==> src/rtl/sce_pkg.sv <==
`timescale 1ns / 1ps
// ----------------------------------------------------------------------------
// sce_pkg: shared types and constants of the stereo chorus
// Item types, configuration layout, microcode format and the control
// program, plus the sine table generator used at elaboration.
// ----------------------------------------------------------------------------
package sce_pkg;

	localparam int SAMPLE_BITS = 16;
	localparam int SWEEP_BITS  = 21;
	localparam int PHASE_BITS  = 24;
	localparam int FRAC_BITS   = 8;
	localparam int PROD_BITS   = 34;
	localparam int MUL_BITS    = 17;

	typedef logic signed [SAMPLE_BITS-1:0] sample_t;

	typedef struct packed {
		sample_t left_in;
		sample_t right_in;
	} in_item_t;

	typedef struct packed {
		sample_t left_out;
		sample_t right_out;
	} out_item_t;

	// configuration register file
	typedef struct packed {
		logic [12:0] min_delay;
		logic [11:0] sweep_width;
		logic [15:0] phase_step;
		logic [15:0] wet_gain;
		logic [2:0]  mix_mode;
	} cfg_t;

	localparam logic [2:0] REG_MIN_DELAY   = 3'd0;
	localparam logic [2:0] REG_SWEEP_WIDTH = 3'd1;
	localparam logic [2:0] REG_PHASE_STEP  = 3'd2;
	localparam logic [2:0] REG_WET_GAIN    = 3'd3;
	localparam logic [2:0] REG_MIX_MODE    = 3'd4;

	localparam logic [2:0] MIX_MONO      = 3'd0;
	localparam logic [2:0] MIX_WET_ONLY  = 3'd1;
	localparam logic [2:0] MIX_WET_LEFT  = 3'd2;
	localparam logic [2:0] MIX_WET_RIGHT = 3'd3;
	localparam logic [2:0] MIX_STEREO    = 3'd4;

	localparam int MIN_DELAY_RST   = 22;
	localparam int SWEEP_WIDTH_RST = 1103;

	localparam cfg_t CFG_RESET = '{
		min_delay:   13'(MIN_DELAY_RST),
		sweep_width: 12'(SWEEP_WIDTH_RST),
		phase_step:  16'd76,
		wet_gain:    16'd0,
		mix_mode:    MIX_STEREO
	};

	// midrange of the reset delays, in Q13.8
	localparam logic [SWEEP_BITS-1:0] SWEEP_RESET =
		SWEEP_BITS'(((2 * MIN_DELAY_RST + SWEEP_WIDTH_RST) / 2) << FRAC_BITS);

	// program steps
	typedef enum logic [2:0] {
		ST_WAIT_IN,
		ST_READ_A,
		ST_READ_B,
		ST_WEIGHT_B,
		ST_SUM,
		ST_WET,
		ST_OUTPUT
	} step_t;

	typedef enum logic [1:0] {
		JMP_NEXT,
		JMP_WAIT_IN,
		JMP_WAIT_OUT
	} jmp_t;

	typedef enum logic [1:0] {
		RD_NONE,
		RD_TAP_A,
		RD_TAP_B
	} rd_sel_t;

	typedef enum logic [1:0] {
		MA_RDATA,
		MA_TAP,
		MA_SINE
	} mul_a_t;

	typedef enum logic [1:0] {
		MB_WA,
		MB_WB,
		MB_GAIN,
		MB_WIDTH
	} mul_b_t;

	typedef enum logic [1:0] {
		ACC_HOLD,
		ACC_LOAD,
		ACC_ADD
	} acc_op_t;

	// one control word
	typedef struct packed {
		jmp_t    jmp;
		step_t   target;
		logic    take_in;
		logic    mem_wr;
		rd_sel_t rd_sel;
		logic    pos_ld;
		logic    mul_en;
		mul_a_t  mul_a;
		mul_b_t  mul_b;
		acc_op_t acc_op;
		logic    sweep_ld;
		logic    finish;
	} ctrl_t;

	// control program
	function automatic ctrl_t ucode(input step_t s);
		ctrl_t c;
		c = '0;
		c.jmp    = JMP_NEXT;
		c.target = ST_WAIT_IN;
		c.rd_sel = RD_NONE;
		c.mul_a  = MA_RDATA;
		c.mul_b  = MB_WA;
		c.acc_op = ACC_HOLD;
		unique case (s)
			ST_WAIT_IN: begin
				c.jmp     = JMP_WAIT_IN;
				c.take_in = 1'b1;
				c.mem_wr  = 1'b1;
			end
			ST_READ_A: begin
				c.rd_sel = RD_TAP_A;
				c.pos_ld = 1'b1;
				c.mul_en = 1'b1;
				c.mul_a  = MA_SINE;
				c.mul_b  = MB_WIDTH;
			end
			ST_READ_B: begin
				c.rd_sel   = RD_TAP_B;
				c.mul_en   = 1'b1;
				c.mul_a    = MA_RDATA;
				c.mul_b    = MB_WA;
				c.sweep_ld = 1'b1;
			end
			ST_WEIGHT_B: begin
				c.mul_en = 1'b1;
				c.mul_a  = MA_RDATA;
				c.mul_b  = MB_WB;
				c.acc_op = ACC_LOAD;
			end
			ST_SUM: begin
				c.acc_op = ACC_ADD;
			end
			ST_WET: begin
				c.mul_en = 1'b1;
				c.mul_a  = MA_TAP;
				c.mul_b  = MB_GAIN;
			end
			ST_OUTPUT: begin
				c.jmp    = JMP_WAIT_OUT;
				c.target = ST_WAIT_IN;
				c.finish = 1'b1;
			end
			default: begin
				c.jmp = JMP_NEXT;
			end
		endcase
		return c;
	endfunction

	// sin(pi/2 * t), t and result in Q30
	function automatic longint unsigned quarter_sine(input longint unsigned t);
		longint unsigned t2;
		longint unsigned p;
		t2 = (t * t) >> 30;
		p = 64'd5026995 - ((t2 * 64'd172272) >> 30);
		p = 64'd85569306 - ((t2 * p) >> 30);
		p = 64'd693598668 - ((t2 * p) >> 30);
		p = 64'd1686629713 - ((t2 * p) >> 30);
		return (t * p) >> 30;
	endfunction

	// one sine table entry, table size 2**lg
	function automatic sample_t sine_value(input int unsigned idx, input int unsigned lg);
		longint unsigned n;
		longint unsigned i4;
		longint unsigned q;
		longint unsigned r;
		longint unsigned t;
		longint unsigned s;
		sample_t v;
		n  = 64'd1 << lg;
		i4 = 64'(idx) << 2;
		q  = i4 >> lg;
		r  = i4 & (n - 64'd1);
		if (q[0])
			r = n - r;
		t = (r << 30) >> lg;
		s = (quarter_sine(t) + 64'd16384) >> 15;
		if (s > 64'd32767)
			s = 64'd32767;
		v = sample_t'(s[SAMPLE_BITS-1:0]);
		return q[1] ? -v : v;
	endfunction

endpackage

==> src/rtl/sce_sequencer.sv <==
`timescale 1ns / 1ps
// ----------------------------------------------------------------------------
// sce_sequencer: microcode sequencer
// Step counter over the control program with wait-for-input and
// wait-for-output jumps; actions of a waiting step are held off.
// ----------------------------------------------------------------------------
module sce_sequencer
	import sce_pkg::*;
(
	input  logic  clk,
	input  logic  arst_n,
	input  logic  item_valid,
	input  logic  out_free,
	output logic  idle,
	output ctrl_t ctrl
);

	step_t pc_q;
	step_t pc_nx;
	ctrl_t word;
	logic  go;

	// step counter
	always_ff @(posedge clk or negedge arst_n) begin
		if (!arst_n)
			pc_q <= ST_WAIT_IN;
		else
			pc_q <= pc_nx;
	end

	// control word fetch, jump condition and next step
	always_comb begin
		word = ucode(pc_q);
		unique case (word.jmp)
			JMP_WAIT_IN:  go = item_valid;
			JMP_WAIT_OUT: go = out_free;
			default:      go = 1'b1;
		endcase
		pc_nx = pc_q;
		if (go) begin
			if (word.jmp == JMP_WAIT_OUT)
				pc_nx = word.target;
			else
				pc_nx = step_t'(3'(pc_q + 3'd1));
		end
		ctrl = word;
		if (!go) begin
			ctrl.take_in = 1'b0;
			ctrl.mem_wr  = 1'b0;
			ctrl.finish  = 1'b0;
		end
	end

	assign idle = (pc_q == ST_WAIT_IN);

endmodule

==> config.mk <==
export PLATFORM = sky130hd
export DESIGN_NAME = sce_sequencer
export DESIGN_NICKNAME = d
export VERILOG_FILES = /design/src/rtl/sce_pkg.sv /design/src/rtl/sce_sequencer.sv
export SDC_FILE = /design/constraint.sdc
export NUM_CORES = 1
export LEC_CHECK = 0
export BUFFER_PORTS_ARGS = -buffer_cell sky130_fd_sc_hd__buf_2
export CAP_MARGIN = 15
export CORE_AREA = 5 5 42 44
export DETAILED_ROUTE_END_ITERATION = 10
export DIE_AREA = 0 0 47 49
export HOLD_SLACK_MARGIN = 0.02
export SLEW_MARGIN = 30
export SYNTH_ARGS = -nofsm -noshare
export SYNTH_HDL_FRONTEND = slang
export SYNTH_SLANG_ARGS = --single-unit
export TNS_END_PERCENT = 10
==> constraint.sdc <==
create_clock -name clk -period 4.39 [get_ports clk]
set_clock_uncertainty 0.15 [all_clocks]
set_input_delay 0.2195 -clock clk [delete_from_list [all_inputs] [get_ports clk]]
set_output_delay 0.2195 -clock clk [all_outputs]
set_load 0.05 [all_outputs]
==> results.py, run 1 <==
metrics = {
    "cells_and_area": {
        "antenna_cells": 0,
        "final_core_util": 0.342,
        "largest_reg_flops": 3,
        "syn2layout_area_growth_pct": 31.2,
        "drive_gt1_frac": 0.413,
        "reg_top3": "pc_q (3)",
        "nets": 74,
        "regMostFlops": "pc_q",
    },
    "cts": {
        "hold_buffers": 1,
        "cts_sinks": 3,
        "cts_resized": 0,
        "post_cts_buffers": 0,
        "clkLatencyLatePin_ns": 0.23,
        "cts_tree": "yes",
        "clock_path_buffers": 2,
        "clk_pin_slew_worst_paths_ns": 0.04,
        "root_buffer": "clkbuf_4",
        "cts_made_buffers": 3,
        "cts_max_level": 1,
    },
    "setup_path": {
        "startpoint": "pc_q[0]",
        "rr_startpoint": "pc_q[0]",
        "endpoint": "ctrl[4]",
        "critPathCaptureType": "output port",
        "cp-start-kind": "register",
        "ff2ff_setup_slack_ns": 2.67,
        "path_common_cell": "ha_1",
        "crit_required_ns": 4.02,
        "cp_slowest_cell": "dfrtp_1",
        "crit_type": "reg2out",
        "reg2regPathDepth": 4,
        "r2r_end": "pc_q[1]",
        "cpPeakStageDelay_ns": 0.44,
        "path_cells": "ha_1 > ha_1 > or2_2 > buf_2",
        "cp_max_fo": 7,
        "worstPathArrival_ns": 1.60,
    },
    "global_route": {
        "grt_most_used_layer": "met2",
        "grt_pass1_vias": 297,
        "grt_pass1_wl_mm": 1.15,
        "grt_usage": 0.0692,
        "met2_usage": 0.111,
        "antenna_found_initial": 0,
        "use_met3": 0.0148,
        "overflow": 0,
        "use_met1": 0.0732,
        "grt_max_degree": 13,
    },
    "synthesis": {
        "synth.distinct_cells": 20,
        "synth_area_leaders": "dfrtp_1 21%, ha_1 21%, buf_4 12%",
        "synth-edff-count": 0,
        "synth_top_area_cell": "dfrtp_1",
        "synthArstFlopShare": 1.00,
        "yosysSeqAreaShare": 0.205,
        "syn_area_um2": 365,
        "ys.flop_type": "dfrtp_1",
        "syn_inst": 43,
        "synth_common_cells": "6 x buf_4, 6 x ha_1, 5 x nor2b_1",
        "yosysWarningCount": 0,
        "synth.top_cell.area_share": 0.205,
        "syn_avg_cell_area_um2": 8.50,
        "ys_ff_latch": 3,
    },
    "sta": {
        "fin_crit_sh": 0.449,
        "drv_slew": 0,
        "finalHoldViolations": 0,
        "setup_viol_count_final": 0,
        "fmax_mhz": 508,
        "rsz0062_at_grt": "false",
        "setup_tns_ns": 0,
        "period_needed_ns": 1.97,
    },
    "place": {
        "port_buffers": 20,
        "gp_congestion": 0.652,
        "dp_hpwl_um": 648,
    },
    "run_status": {
        "status": "complete, no violations",
    },
    "drt": {
        "drtAntennaViolNets": 0,
        "drc": 0,
        "firstDrtPassIters": 2,
        "viasPerCell": 3.91,
        "finalWirelength_um": 763,
        "drtIter0Drc": 6,
        "wl_per_cell_um": 9.66,
        "vias": 309,
    },
    "floorplan": {
        "die_area_mm2": 0.00230,
        "start_util": 0.261,
        "pin_count": 24,
        "core_area_mm2": 0.00140,
        "die_h_um": 49,
        "rows": 14,
        "chipWidth_um": 47,
    },
    "flow_run": {
        "cap_violations": 0,
    },
    "worst_hold_path": {
        "worst_hold_path_type": "in2reg",
    },
}
[worst max-delay path, delay by kind of cell, from the launching register on]
family,cells,cell delay (ns)
adder cells (fa/ha/maj),2,0.43
buffers and inverters,1,0.21
flip-flops,1,0.44
AND/OR/NAND/NOR,1,0.28
[final cells by class]
class / instances / area, µm²
fill: 158 / 922
multi-input combinational: 31 / 233
timing repair buffer: 21 / 110
sequential: 3 / 75.1
clock buffer: 4 / 26.3
tap: 16 / 20.0
inverter: 4 / 15.0
[worst min-delay path by stage]
stage                   from      end  slack [ns]  cells after the start
finish              out_free  pc_q[2]        0.09                      2
global route        out_free  pc_q[2]        0.09                      2
CTS                 out_free  pc_q[2]        0.08                      2
detailed placement    arst_n  pc_q[2]       -0.13                      1
global placement      arst_n  pc_q[0]       -0.13                      1
floorplan             arst_n  pc_q[0]       -0.23                      0
[layer usage]
metal  vias to the layer above  routed length, µm
met2                        12                369
met3                         0                 83
met4                         0                  0
met5                         -                  0
li1                        171                  -
met1                       126                309
[through the flow]
step / hold slack [ns] / setup WS (ns) / std cells / area (µm²)
after floorplan: -0.226 / 1.70 / 45 / 373
after global placement: -0.134 / 2.65 / 74 / 443
after detailed placement: -0.133 / 2.64 / 74 / 443
after CTS: 0.0833 / 2.39 / 79 / 479
after global routing: 0.0910 / 2.33 / 79 / 479
final: 0.0858 / 2.42 / 79 / 479
[cell usage in the layout (no fill, tap or decap)]
cell type      netlist  routed
dfrtp_1              3       3
and2_1               3       3
clkbuf_4             0       3
or3b_4               1       1
a22o_1               1       1
o21a_1               1       1
mux2i_1              1       1
clkbuf_1             0       1
buf_2                1      20
nor2b_1              5       5
o22ai_1              1       1
nor3_1               1       1
o21ai_2              1       1
a21oi_1              1       1
nand2_1              3       3
a32o_1               1       1
and3_1               1       1
or2_2                1       1
ha_1                 6       6
inv_1                4       4
conb_1               1       3
dlygate4sd3_1        0       1
[kinds of logic after synthesis]
logic type	after synthesis	synth area share
DFF	3	0.205
adders and majority gates	6	0.205
buffers and inverters	11	0.178
AOI/OAI and AO/OA	6	0.127
and+or+nand+nor	15	0.247
muxes	1	0.0274
other	1	0.0103
Power of run 1 is left out: the tool's default activity adds up to more than one toggle a clock period on the data nets, which glitch-free logic cannot reach.
==> run 2, diff against run 1 <==
--- a/config.mk
+++ b/config.mk
@@ -5,6 +5,7 @@
 export SDC_FILE = /design/constraint.sdc
 export NUM_CORES = 1
 export LEC_CHECK = 0
+export ABC_AREA = 1
 export BUFFER_PORTS_ARGS = -buffer_cell sky130_fd_sc_hd__buf_2
 export CAP_MARGIN = 15
 export CORE_AREA = 5 5 42 44
==> constraint.sdc (replaced) <==
create_clock -name clk -period 1.86 [get_ports clk]
set_clock_uncertainty 0.15 [all_clocks]
set_input_delay 0.093 -clock clk [delete_from_list [all_inputs] [get_ports clk]]
set_output_delay 0.093 -clock clk [all_outputs]
set_load 0.05 [all_outputs]
==> results.py, run 2 <==
metrics = {
    "floorplan": {
        "chipWidth_um": 47,
        "die_area_mm2": 0.00230,
        "core_area_mm2": 0.00140,
        "rows": 14,
        "die_h_um": 49,
        "start_util": 0.284,
        "pin_count": 24,
    },
    "setup_path": {
        "startpoint": "pc_q[0]",
        "rr_startpoint": "pc_q[0]",
        "critPathCaptureType": "output port",
        "crit_required_ns": 1.62,
        "worstPathArrival_ns": 1.53,
        "crit_type": "reg2out",
        "ff2ff_setup_slack_ns": 0.47,
        "cp_max_fo": 6,
        "cp-start-kind": "register",
    },
    "synthesis": {
        "yosysWarningCount": 0,
        "synthArstFlopShare": 1.00,
        "post-synth-top-count-cell": "nand2_1",
        "yosysSeqAreaShare": 0.189,
        "synth_area_leaders": "dfrtp_1 19%, ha_1 19%, nand2_1 12%",
        "synth.distinct_cells": 16,
        "synth.top_cell.area_share": 0.189,
        "synth_common_cells": "13 x nand2_1, 10 x inv_1, 6 x buf_4, 6 x ha_1, 5 x nor2_1",
        "synth_top_area_cell": "dfrtp_1",
        "syn_area_um2": 398,
        "ys.flop_type": "dfrtp_1",
        "syn_inst": 55,
        "synth-edff-count": 0,
        "syn_avg_cell_area_um2": 7.23,
        "ys_ff_latch": 3,
    },
    "sta": {
        "rsz0062_at_grt": "false",
        "fmax_mhz": 564,
        "drv_slew": 0,
        "period_needed_ns": 1.77,
        "finalHoldViolations": 0,
        "fin_crit_sh": 0.954,
        "setup_tns_ns": 0,
        "setup_viol_count_final": 0,
    },
    "place": {
        "gp_congestion": 0.721,
        "dp_hpwl_um": 659,
        "port_buffers": 20,
    },
    "cells_and_area": {
        "final_common_cell": "buf_2",
        "largest_reg_flops": 3,
        "final_cell_mix": "18 x buf_2, 13 x nand2_1, 10 x inv_1",
        "final_core_util": 0.375,
        "antenna_cells": 0,
        "drive_gt1_frac": 0.382,
        "fillers": 159,
        "nets": 87,
        "reg_top3": "pc_q (3)",
        "regMostFlops": "pc_q",
        "syn2layout_area_growth_pct": 32.1,
    },
    "cts": {
        "cts_sinks": 3,
        "cts_tree": "yes",
        "clkLatencyLatePin_ns": 0.23,
        "cts_max_level": 1,
        "cts_made_buffers": 3,
        "post_cts_buffers": 0,
        "clock_path_buffers": 2,
        "root_buffer": "clkbuf_4",
        "clk_pin_slew_worst_paths_ns": 0.04,
    },
    "global_route": {
        "grt_pass1_vias": 318,
        "grt_max_degree": 9,
        "grt_usage": 0.0685,
        "antenna_found_initial": 0,
        "overflow": 0,
        "grt_pass1_wl_mm": 1.19,
    },
    "drt": {
        "finalWirelength_um": 790,
        "wl_per_cell_um": 8.59,
        "drtIter0Drc": 3,
        "vias": 353,
        "firstDrtPassIters": 2,
        "drc": 0,
        "drtAntennaViolNets": 0,
        "viasPerCell": 3.84,
    },
    "worst_hold_path": {
        "worst_hold_path_type": "in2async",
    },
    "run_status": {
        "status": "complete, no violations",
    },
    "flow_run": {
        "cap_violations": 0,
    },
}
==> run 2: changes by cell type in the layout (fill, tap and decap cells not counted), sizes merged, moves of 4 or more <==
cell and delta:
nor2 +5, nor2b -5, nand3 +4, nand2 +11
inv +7
==> run 2: per-layer routing <==
| layer | track usage | share of wire | vias to the layer above |
|---|---|---|---|
| met5 | 0 | 0 | - |
| met3 | 0.0111 | 0.082 | 0 |
| met1 | 0.0752 | 0.39 | 147 |
| met4 | 0.0415 | 0 | 0 |
| met2 | 0.115 | 0.53 | 11 |
| li1 | - | - | 195 |
==> run 2: cell families (layout without fill, tap and decap cells) <==
kind of cell	count (synthesis)	after routing	synth area share
other	1	3	0.00942
AO/OA/AOI/OAI	2	2	0.0346
buffers and inverters	18	37	0.264
flip-flops	3	3	0.189
adder cells (fa/ha/maj)	6	6	0.189
AND/OR/NAND/NOR	25	25	0.314
==> run 2: timing repair <==
| item | 4_1_cts | 5_1_grt |
|---|---|---|
| setup endpoints to repair | 0 | 2 |
| hold endpoints to repair | 4 | 0 |
| hold buffers | 2 | 0 |
| resized for setup | 0 | 3 |
==> run 2: final timing paths <==
kind / end / depth (start not counted)
max: ctrl[0] / 5
min: pc_q[0] / 2
max reg2reg: pc_q[2] / 5
min reg2reg: pc_q[1] / 2
max in group asynchronous: pc_q[2] / 2
min in group clk: pc_q[1] / 5
==> run 2: per-stage QoR <==
| stage | hold slack, ns | std cells | area, µm² | setup WS (ns) |
|---|---|---|---|---|
| 2_1_floorplan | -0.353 | 57 | 408 | -0.0192 |
| 4_1_cts | 0.0234 | 92 | 518 | 0.0313 |
| 3_3_place_gp | -0.260 | 86 | 472 | 0.317 |
| 6_report | 0.0332 | 92 | 526 | 0.0864 |
| 5_1_grt | 0.0395 | 92 | 526 | 0.000133 |
| 3_5_place_dp | -0.259 | 86 | 472 | 0.290 |
==> run 2: worst max-delay path, cell delays in order (launching register included) <==
cell      delay [ns]
dfrtp_1         0.43
inv_1           0.14
ha_1            0.22
nand2_1         0.14
nor2_1          0.13
clkbuf_4        0.24
==> run 2: layout make-up <==
type	count	area (µm²)	area share
multi-input combinational	36	230	0.438
timing repair buffer	22	125	0.238
inverter	11	48.8	0.0929
clock buffer	4	26.3	0.0500
tap	16	20.0	0.0381
sequential	3	75.1	0.143
Power of run 2 is left out for the same reason.
