`src/rtl/sce_pkg.sv`:
```
`timescale 1ns / 1ps
// ----------------------------------------------------------------------------
// sce_pkg: shared types and constants of the stereo chorus
// Item types, configuration layout, microcode format and the control
// program, plus the sine table generator used at elaboration.
// ----------------------------------------------------------------------------
package sce_pkg;

	localparam int SAMPLE_BITS = 16;
	localparam int SWEEP_BITS  = 21;
	localparam int PHASE_BITS  = 24;
	localparam int FRAC_BITS   = 8;
	localparam int PROD_BITS   = 34;
	localparam int MUL_BITS    = 17;

	typedef logic signed [SAMPLE_BITS-1:0] sample_t;

	typedef struct packed {
		sample_t left_in;
		sample_t right_in;
	} in_item_t;

	typedef struct packed {
		sample_t left_out;
		sample_t right_out;
	} out_item_t;

	// configuration register file
	typedef struct packed {
		logic [12:0] min_delay;
		logic [11:0] sweep_width;
		logic [15:0] phase_step;
		logic [15:0] wet_gain;
		logic [2:0]  mix_mode;
	} cfg_t;

	localparam logic [2:0] REG_MIN_DELAY   = 3'd0;
	localparam logic [2:0] REG_SWEEP_WIDTH = 3'd1;
	localparam logic [2:0] REG_PHASE_STEP  = 3'd2;
	localparam logic [2:0] REG_WET_GAIN    = 3'd3;
	localparam logic [2:0] REG_MIX_MODE    = 3'd4;

	localparam logic [2:0] MIX_MONO      = 3'd0;
	localparam logic [2:0] MIX_WET_ONLY  = 3'd1;
	localparam logic [2:0] MIX_WET_LEFT  = 3'd2;
	localparam logic [2:0] MIX_WET_RIGHT = 3'd3;
	localparam logic [2:0] MIX_STEREO    = 3'd4;

	localparam int MIN_DELAY_RST   = 22;
	localparam int SWEEP_WIDTH_RST = 1103;

	localparam cfg_t CFG_RESET = '{
		min_delay:   13'(MIN_DELAY_RST),
		sweep_width: 12'(SWEEP_WIDTH_RST),
		phase_step:  16'd76,
		wet_gain:    16'd0,
		mix_mode:    MIX_STEREO
	};

	// midrange of the reset delays, in Q13.8
	localparam logic [SWEEP_BITS-1:0] SWEEP_RESET =
		SWEEP_BITS'(((2 * MIN_DELAY_RST + SWEEP_WIDTH_RST) / 2) << FRAC_BITS);

	// program steps
	typedef enum logic [2:0] {
		ST_WAIT_IN,
		ST_READ_A,
		ST_READ_B,
		ST_WEIGHT_B,
		ST_SUM,
		ST_WET,
		ST_OUTPUT
	} step_t;

	typedef enum logic [1:0] {
		JMP_NEXT,
		JMP_WAIT_IN,
		JMP_WAIT_OUT
	} jmp_t;

	typedef enum logic [1:0] {
		RD_NONE,
		RD_TAP_A,
		RD_TAP_B
	} rd_sel_t;

	typedef enum logic [1:0] {
		MA_RDATA,
		MA_TAP,
		MA_SINE
	} mul_a_t;

	typedef enum logic [1:0] {
		MB_WA,
		MB_WB,
		MB_GAIN,
		MB_WIDTH
	} mul_b_t;

	typedef enum logic [1:0] {
		ACC_HOLD,
		ACC_LOAD,
		ACC_ADD
	} acc_op_t;

	// one control word
	typedef struct packed {
		jmp_t    jmp;
		step_t   target;
		logic    take_in;
		logic    mem_wr;
		rd_sel_t rd_sel;
		logic    pos_ld;
		logic    mul_en;
		mul_a_t  mul_a;
		mul_b_t  mul_b;
		acc_op_t acc_op;
		logic    sweep_ld;
		logic    finish;
	} ctrl_t;

	// control program
	function automatic ctrl_t ucode(input step_t s);
		ctrl_t c;
		c = '0;
		c.jmp    = JMP_NEXT;
		c.target = ST_WAIT_IN;
		c.rd_sel = RD_NONE;
		c.mul_a  = MA_RDATA;
		c.mul_b  = MB_WA;
		c.acc_op = ACC_HOLD;
		unique case (s)
			ST_WAIT_IN: begin
				c.jmp     = JMP_WAIT_IN;
				c.take_in = 1'b1;
				c.mem_wr  = 1'b1;
			end
			ST_READ_A: begin
				c.rd_sel = RD_TAP_A;
				c.pos_ld = 1'b1;
				c.mul_en = 1'b1;
				c.mul_a  = MA_SINE;
				c.mul_b  = MB_WIDTH;
			end
			ST_READ_B: begin
				c.rd_sel   = RD_TAP_B;
				c.mul_en   = 1'b1;
				c.mul_a    = MA_RDATA;
				c.mul_b    = MB_WA;
				c.sweep_ld = 1'b1;
			end
			ST_WEIGHT_B: begin
				c.mul_en = 1'b1;
				c.mul_a  = MA_RDATA;
				c.mul_b  = MB_WB;
				c.acc_op = ACC_LOAD;
			end
			ST_SUM: begin
				c.acc_op = ACC_ADD;
			end
			ST_WET: begin
				c.mul_en = 1'b1;
				c.mul_a  = MA_TAP;
				c.mul_b  = MB_GAIN;
			end
			ST_OUTPUT: begin
				c.jmp    = JMP_WAIT_OUT;
				c.target = ST_WAIT_IN;
				c.finish = 1'b1;
			end
			default: begin
				c.jmp = JMP_NEXT;
			end
		endcase
		return c;
	endfunction

	// sin(pi/2 * t), t and result in Q30
	function automatic longint unsigned quarter_sine(input longint unsigned t);
		longint unsigned t2;
		longint unsigned p;
		t2 = (t * t) >> 30;
		p = 64'd5026995 - ((t2 * 64'd172272) >> 30);
		p = 64'd85569306 - ((t2 * p) >> 30);
		p = 64'd693598668 - ((t2 * p) >> 30);
		p = 64'd1686629713 - ((t2 * p) >> 30);
		return (t * p) >> 30;
	endfunction

	// one sine table entry, table size 2**lg
	function automatic sample_t sine_value(input int unsigned idx, input int unsigned lg);
		longint unsigned n;
		longint unsigned i4;
		longint unsigned q;
		longint unsigned r;
		longint unsigned t;
		longint unsigned s;
		sample_t v;
		n  = 64'd1 << lg;
		i4 = 64'(idx) << 2;
		q  = i4 >> lg;
		r  = i4 & (n - 64'd1);
		if (q[0])
			r = n - r;
		t = (r << 30) >> lg;
		s = (quarter_sine(t) + 64'd16384) >> 15;
		if (s > 64'd32767)
			s = 64'd32767;
		v = sample_t'(s[SAMPLE_BITS-1:0]);
		return q[1] ? -v : v;
	endfunction

endpackage

```
`src/rtl/sce_datapath.sv`:
```
`timescale 1ns / 1ps
// ----------------------------------------------------------------------------
// sce_datapath: chorus arithmetic
// Input latch, tap position, one shared 17x17 multiplier with product
// register, accumulator, mix and saturation, LFO phase and sweep delay,
// and the output register.
// ----------------------------------------------------------------------------
module sce_datapath
	import sce_pkg::*;
#(
	parameter int AW  = 13,
	parameter int SLG = 10
) (
	input  logic           clk,
	input  logic           arst_n,
	input  ctrl_t          ctrl,
	input  in_item_t       item,
	input  cfg_t           cfg,
	input  logic           mid_ld,
	input  sample_t        sine,
	input  logic [AW-1:0]  wp,
	input  sample_t        rd_data,
	input  logic           out_stall,
	output sample_t        wr_data,
	output logic           rd_en,
	output logic [AW-1:0]  rd_addr,
	output logic [SLG-1:0] sine_addr,
	output logic           out_valid,
	output out_item_t      out_item,
	output logic           out_free
);

	localparam int PW        = AW + FRAC_BITS;
	localparam int SAT_HI_I  = (1 << (SAMPLE_BITS - 1)) - 1;
	localparam logic signed [19:0] SAT_HI = 20'(SAT_HI_I);
	localparam logic signed [19:0] SAT_LO = -20'(SAT_HI_I) - 20'sd1;
	localparam logic [SWEEP_BITS-1:0] SWEEP_MAX = '1;

	sample_t                  l_q;
	sample_t                  r_q;
	logic [AW-1:0]            i2_q;
	logic [FRAC_BITS-1:0]     fr_q;
	logic signed [PROD_BITS-1:0] prod_q;
	logic signed [PROD_BITS-1:0] acc_q;
	logic [SWEEP_BITS-1:0]    sweep_q;
	logic [SWEEP_BITS-1:0]    sweep_nx_q;
	logic [PHASE_BITS-1:0]    phase_q;
	logic                     out_valid_q;
	out_item_t                out_q;

	logic signed [SAMPLE_BITS:0] in_sum;
	logic [PW-1:0]            pos;
	logic [FRAC_BITS:0]       wa;
	sample_t                  tap;
	logic [SAMPLE_BITS-1:0]   sine_off;
	logic signed [MUL_BITS-1:0] mul_a;
	logic signed [MUL_BITS-1:0] mul_b;
	logic [SWEEP_BITS:0]      sweep_sum;
	logic [SWEEP_BITS-1:0]    sweep_calc;
	logic [13:0]              mid;
	logic [SWEEP_BITS:0]      mid_sum;
	logic [SWEEP_BITS-1:0]    mid_sweep;
	logic                     ldry;
	logic                     rdry;
	logic                     lwet;
	logic                     rwet;
	logic                     rneg;
	logic signed [PROD_BITS-1:0] wet_l;
	logic signed [PROD_BITS-1:0] wet_r;
	logic signed [PROD_BITS-1:0] rnd_l;
	logic signed [PROD_BITS-1:0] rnd_r;
	logic signed [19:0]       lo;
	logic signed [19:0]       ro;

	function automatic sample_t sat16(input logic signed [19:0] v);
		if (v > SAT_HI)
			return sample_t'(SAT_HI);
		if (v < SAT_LO)
			return sample_t'(SAT_LO);
		return sample_t'(v);
	endfunction

	// channel average written to the delay line
	assign in_sum  = (SAMPLE_BITS + 1)'(item.left_in) + (SAMPLE_BITS + 1)'(item.right_in);
	assign wr_data = in_sum[SAMPLE_BITS:1];

	// fractional tap position behind the write pointer
	assign pos     = {wp, {FRAC_BITS{1'b0}}} - PW'(sweep_q);
	assign rd_en   = (ctrl.rd_sel != RD_NONE);
	assign rd_addr = (ctrl.rd_sel == RD_TAP_B) ? i2_q : pos[PW-1:FRAC_BITS];

	assign sine_addr = phase_q[PHASE_BITS-1 -: SLG];

	// multiplier operand select
	assign wa       = (FRAC_BITS + 1)'(1 << FRAC_BITS) - {1'b0, fr_q};
	assign tap      = acc_q[FRAC_BITS+SAMPLE_BITS-1:FRAC_BITS];
	assign sine_off = {~sine[SAMPLE_BITS-1], sine[SAMPLE_BITS-2:0]};

	always_comb begin
		unique case (ctrl.mul_a)
			MA_RDATA: mul_a = MUL_BITS'(rd_data);
			MA_TAP:   mul_a = MUL_BITS'(tap);
			MA_SINE:  mul_a = {1'b0, sine_off};
			default:  mul_a = '0;
		endcase
		unique case (ctrl.mul_b)
			MB_WA:    mul_b = {{(MUL_BITS - FRAC_BITS - 1){1'b0}}, wa};
			MB_WB:    mul_b = {{(MUL_BITS - FRAC_BITS){1'b0}}, fr_q};
			MB_GAIN:  mul_b = {1'b0, cfg.wet_gain};
			MB_WIDTH: mul_b = {5'd0, cfg.sweep_width};
			default:  mul_b = '0;
		endcase
	end

	// next sweep delay from the current sine product
	assign sweep_sum  = {1'b0, cfg.min_delay, {FRAC_BITS{1'b0}}} + {2'b00, prod_q[27:8]};
	assign sweep_calc = sweep_sum[SWEEP_BITS] ? SWEEP_MAX : sweep_sum[SWEEP_BITS-1:0];

	// midrange delay after a configuration write
	assign mid       = {1'b0, cfg.min_delay} + {3'd0, cfg.sweep_width[11:1]};
	assign mid_sum   = {mid, {FRAC_BITS{1'b0}}};
	assign mid_sweep = mid_sum[SWEEP_BITS] ? SWEEP_MAX : mid_sum[SWEEP_BITS-1:0];

	// mix mode decode
	always_comb begin
		unique case (cfg.mix_mode)
			MIX_WET_ONLY: begin
				ldry = 1'b0; rdry = 1'b0; lwet = 1'b1; rwet = 1'b1; rneg = 1'b0;
			end
			MIX_WET_LEFT: begin
				ldry = 1'b0; rdry = 1'b1; lwet = 1'b1; rwet = 1'b0; rneg = 1'b0;
			end
			MIX_WET_RIGHT: begin
				ldry = 1'b1; rdry = 1'b0; lwet = 1'b0; rwet = 1'b1; rneg = 1'b0;
			end
			MIX_STEREO: begin
				ldry = 1'b0; rdry = 1'b0; lwet = 1'b1; rwet = 1'b1; rneg = 1'b1;
			end
			default: begin
				ldry = 1'b1; rdry = 1'b1; lwet = 1'b1; rwet = 1'b1; rneg = 1'b0;
			end
		endcase
	end

	// wet rounding, dry add and saturation
	always_comb begin
		wet_l = lwet ? prod_q : '0;
		wet_r = rwet ? (rneg ? -prod_q : prod_q) : '0;
		rnd_l = wet_l + PROD_BITS'(16384);
		rnd_r = wet_r + PROD_BITS'(16384);
		lo = (ldry ? 20'(l_q) : 20'sd0) + 20'(signed'(rnd_l[PROD_BITS-1:15]));
		ro = (rdry ? 20'(r_q) : 20'sd0) + 20'(signed'(rnd_r[PROD_BITS-1:15]));
	end

	// working registers
	always_ff @(posedge clk) begin
		if (ctrl.take_in) begin
			l_q <= item.left_in;
			r_q <= item.right_in;
		end
		if (ctrl.pos_ld) begin
			i2_q <= pos[PW-1:FRAC_BITS] + AW'(1);
			fr_q <= pos[FRAC_BITS-1:0];
		end
		if (ctrl.mul_en)
			prod_q <= mul_a * mul_b;
		unique case (ctrl.acc_op)
			ACC_LOAD: acc_q <= prod_q + PROD_BITS'(128);
			ACC_ADD:  acc_q <= acc_q + prod_q;
			default:  acc_q <= acc_q;
		endcase
		if (ctrl.sweep_ld)
			sweep_nx_q <= sweep_calc;
		if (ctrl.finish)
			out_q <= '{left_out: sat16(lo), right_out: sat16(ro)};
	end

	// lfo state and output valid
	always_ff @(posedge clk or negedge arst_n) begin
		if (!arst_n) begin
			sweep_q     <= SWEEP_RESET;
			phase_q     <= '0;
			out_valid_q <= 1'b0;
		end else begin
			if (ctrl.finish) begin
				sweep_q <= sweep_nx_q;
				phase_q <= phase_q + PHASE_BITS'(cfg.phase_step);
			end else if (mid_ld) begin
				sweep_q <= mid_sweep;
			end
			if (ctrl.finish)
				out_valid_q <= 1'b1;
			else if (!out_stall)
				out_valid_q <= 1'b0;
		end
	end

	assign out_valid = out_valid_q;
	assign out_item  = out_q;
	assign out_free  = !out_valid_q || !out_stall;

endmodule

```
`config.mk`:
```
export PLATFORM = sky130hd
export DESIGN_NAME = sce_datapath
export DESIGN_NICKNAME = d
export VERILOG_FILES = /design/src/rtl/sce_pkg.sv /design/src/rtl/sce_datapath.sv
export SDC_FILE = /design/constraint.sdc
export NUM_CORES = 1
export LEC_CHECK = 0
export BUFFER_PORTS_ARGS = -buffer_cell sky130_fd_sc_hd__buf_2
export CELL_PAD_IN_SITES_DETAIL_PLACEMENT = 1
export CELL_PAD_IN_SITES_GLOBAL_PLACEMENT = 1
export CORE_MARGIN = 10
export CORE_UTILIZATION = 52
export DETAILED_ROUTE_END_ITERATION = 10
export GPL_TIMING_DRIVEN = 0
export PLACE_DENSITY = 0.95
export SYNTH_ARGS = -nofsm -noshare
export SYNTH_HDL_FRONTEND = slang
export SYNTH_SLANG_ARGS = --single-unit
```
`constraint.sdc`:
```
create_clock -name clk -period 14.04 [get_ports clk]
set_input_delay 2.808 -clock clk [delete_from_list [all_inputs] [get_ports clk]]
set_output_delay 2.808 -clock clk [all_outputs]
set_load 0.01 [all_outputs]
```
==> impl_results.md <==
- Die Y: 246 um
- Fmax: just over 0.08 GHz
- Worst slew pin tran: about 1500 ps
- IO Port Bufs: ~220
- Hold buffer count at cts: 0
- Final core occ: 58.3%
- Data arrival time of the worst path: 12510 ps
- Syn_nets: ~3600
- Cell count along the critical path: 28
- Final nets: 3874
- Slew margin rel.: -2.11%
- GPL Wtd Cong: a little under 1
- Max Clock Skew: between 10 and 15 ps
- CP bufs+invs: 8
- Slowest cell on crit path: o21ai_1
- Crit path largest cell delay: 1040 ps
- Die Wd: 246 um
- Final critical-path share of the clock period: between 80% and 90%
- CTS Buf Count: 23
- RSZ-0062 raised after global routing: no
- Worst Setup SP: ctrl[4]
- Layout area overhead: 10.3%
- Worst EP required: around 14000 ps
- Drc violations: 0
- Longest Clk Path Bufs: 3
- Antenna violations before repair: 5
- GRT Util Overall: a little under a third
- Total grt overflow: 0
- Site Rows: 82
- End of the worst register-to-register path: prod_q[33]
- Most used cell, CP: fa_1
- Clock-pin transition on the worst setup and hold timing paths: 60 ps
- Synth Cell Area: about 27000 sq um
- Failing checks: max-capacitance violations, max-slew violations
- Root Driver: clkbuf_16
- Setup TNS: 0 ps
- Largest net degree at the start of global routing: 47
- Core Area: roughly 50000 sq um
- Final slew viol count: 1
- Post-placement cell area: 28600 sq um
- Avg Vias per Cell: between 6 and 7
- Largest delay share family, worst path: adder cells
- Post-CTS sizing: 0
- Hold_ws: about 460 ps
- Class of the worst hold path: register to register
- Reg2reg start: fr_q[2]
- Clock latency on the worst-skew pair: between 500 and 600 ps
- Setup violators final: 0
- Synth Register Bits: between 200 and 250
- R2R depth: 26
- Seq/Total Area, Yosys: 22.9%
- Post-detail-place hpwl: about 80000 um
- Mean routed wirelength per cell: between 20 and 30 um
- Outcome: finished, violations left
- Clock Sinks: 210
- Critical Path End: prod_q[33]
- Post-synth EDFFs: roughly 160
- Post-layout min period: roughly 12000 ps
- Critical-path maximum fanout: 10
- DRT Pass-1 Iters: 7
- Setup Fix Bufs, Post-CTS: 0
- Vias: 23900
- Initial Utilization: between 50 and 60%
- Ys Warns: 0
- Post-synthesis instance total: between 2000 and 3000
- Netlist cell types: 82
- Syn_area_per_cell: between 8 and 9 sq um
- Primary FF master, synth: edfxtp_1
- TritonCTS clock tree: done
- Io pins: 234
- Initial detailed-routing violation count: 1987
- CP endpoint kind: register
- First-pass GRT wire length: roughly 150000 um
- Vias in the first global route: ~27000
- Maxcap violations: 1
- Die ar.: 60600 sq um
- DRT antenna net count: 0
- Final Hold Viols: 0
- Post-synth ARST share: 21.9%
- Worst setup SP type: primary input
- Kind of critical path: primary input to register
- DRT Wirelength: between 90000 and 100000 um
- H-tree depth: 1
- R2R setup slack: ~4200 ps
- Share of cells above drive strength 1: approximately a tenth
- Final Instance Area: 29300 sq um
-- final cells by class --
cell class	instances	area, sq um
fill	5926	21000
multi-input combinational	2181	18300
sequential	210	6080
inverter	462	1730
timing repair buffer	225	1130
tap	672	841
clock buffer	29	672
buffer	103	440
clock inverter	11	81.3
antenna	6	15.0
-- synth_stat cells, drive strengths merged, types with 60 or more instances --
master,count,area [sq um]
nor2,262,983
fa,286,5730
inv,461,1730
nand2,286,1070
clkbuf,80,300
edfxtp,164,4920
xor2,80,701
ha,222,2780
a21oi,143,716
xnor2,140,1230
o21ai,154,771
nor3,60,300
-- cells by family after synthesis --
| logic type | synth area share [%] |
|---|---|
| AND/OR/NAND/NOR | 15.3 |
| buffers and inverters | 8.18 |
| AO/OA/AOI/OAI | 12.0 |
| adder cells (fa/ha/maj) | 32.0 |
| XOR/XNOR | 7.24 |
| flip-flops | 22.9 |
| multiplexers | 2.40 |
-- worst reg2reg max path: stages, from the launching register on --
cell and delay, ps:
edfxtp_1 460, nor4_1 570, a21oi_1 160, xor2_1 190, o21ai_1 1040, clkbuf_1 630, nor2_1 140, fa_1 590
inv_1 80, fa_1 510, fa_1 540, inv_1 60, fa_1 510, fa_1 570, inv_1 60, fa_1 530
inv_1 40, ha_1 350, and2_1 200, o21ai_0 90, o21ai_0 900, a22oi_1 350, a211oi_1 430, o31ai_1 200
o21bai_1 160, a21oi_1 90, xnor2_1 140
-- layer usage --
metal	GRT usage, %	share of wire [%]	vias to the layer above
met5	0	0.013	-
met4	17.0	5.8	2
met3	7.26	8.9	423
met2	56.3	50	1298
met1	35.4	36	11900
li1	-	-	10200
-- cell usage in the layout (no fill, tap or decap), types with 51 or more instances in the layout --
cell type / instances
xnor2_1: 140
clkbuf_1: 82
nor3_1: 60
a21oi_1: 143
inv_1: 461
and2_1: 54
nand2_1: 286
xor2_1: 80
ha_1: 222
buf_2: 231
nor2_1: 262
fa_1: 286
edfxtp_1: 164
o21ai_0: 141
a21o_1: 51
-- metrics by stage --
step                      setup slack (ps)  cells
after floorplan                       4120   2956
after global placement                1830   3852
after detailed placement              1440   3853
after CTS                             2050   3893
after global routing                  1500   3897
final                                 1800   3899
-- state kept, by name, indices dropped and copies added (netlist names) --
signal and count:
phase_q 24, l_q 16, out_item 32, r_q 16, fr_q 8, prod_q 34, out_valid 1, sweep_q 21
i2_q 13, sweep_nx_q 21, acc_q 24
-- how the worst min path moves through the flow --
stage | from | end | slack (ps) | cells past startpoint
after CTS | sweep_nx_q[4] | sweep_q[4] | 460 | 2
after global routing | sweep_nx_q[11] | sweep_q[11] | 470 | 1
after floorplan | sweep_nx_q[15] | sweep_q[15] | 430 | 2
final | sweep_nx_q[4] | sweep_q[4] | 460 | 2
after detailed placement | sweep_nx_q[7] | sweep_q[7] | 450 | 2
after global placement | sweep_nx_q[11] | sweep_q[11] | 440 | 1
Power is not shown: default switching activity piles up to over one toggle a cycle in this logic, so the estimate is an artifact.
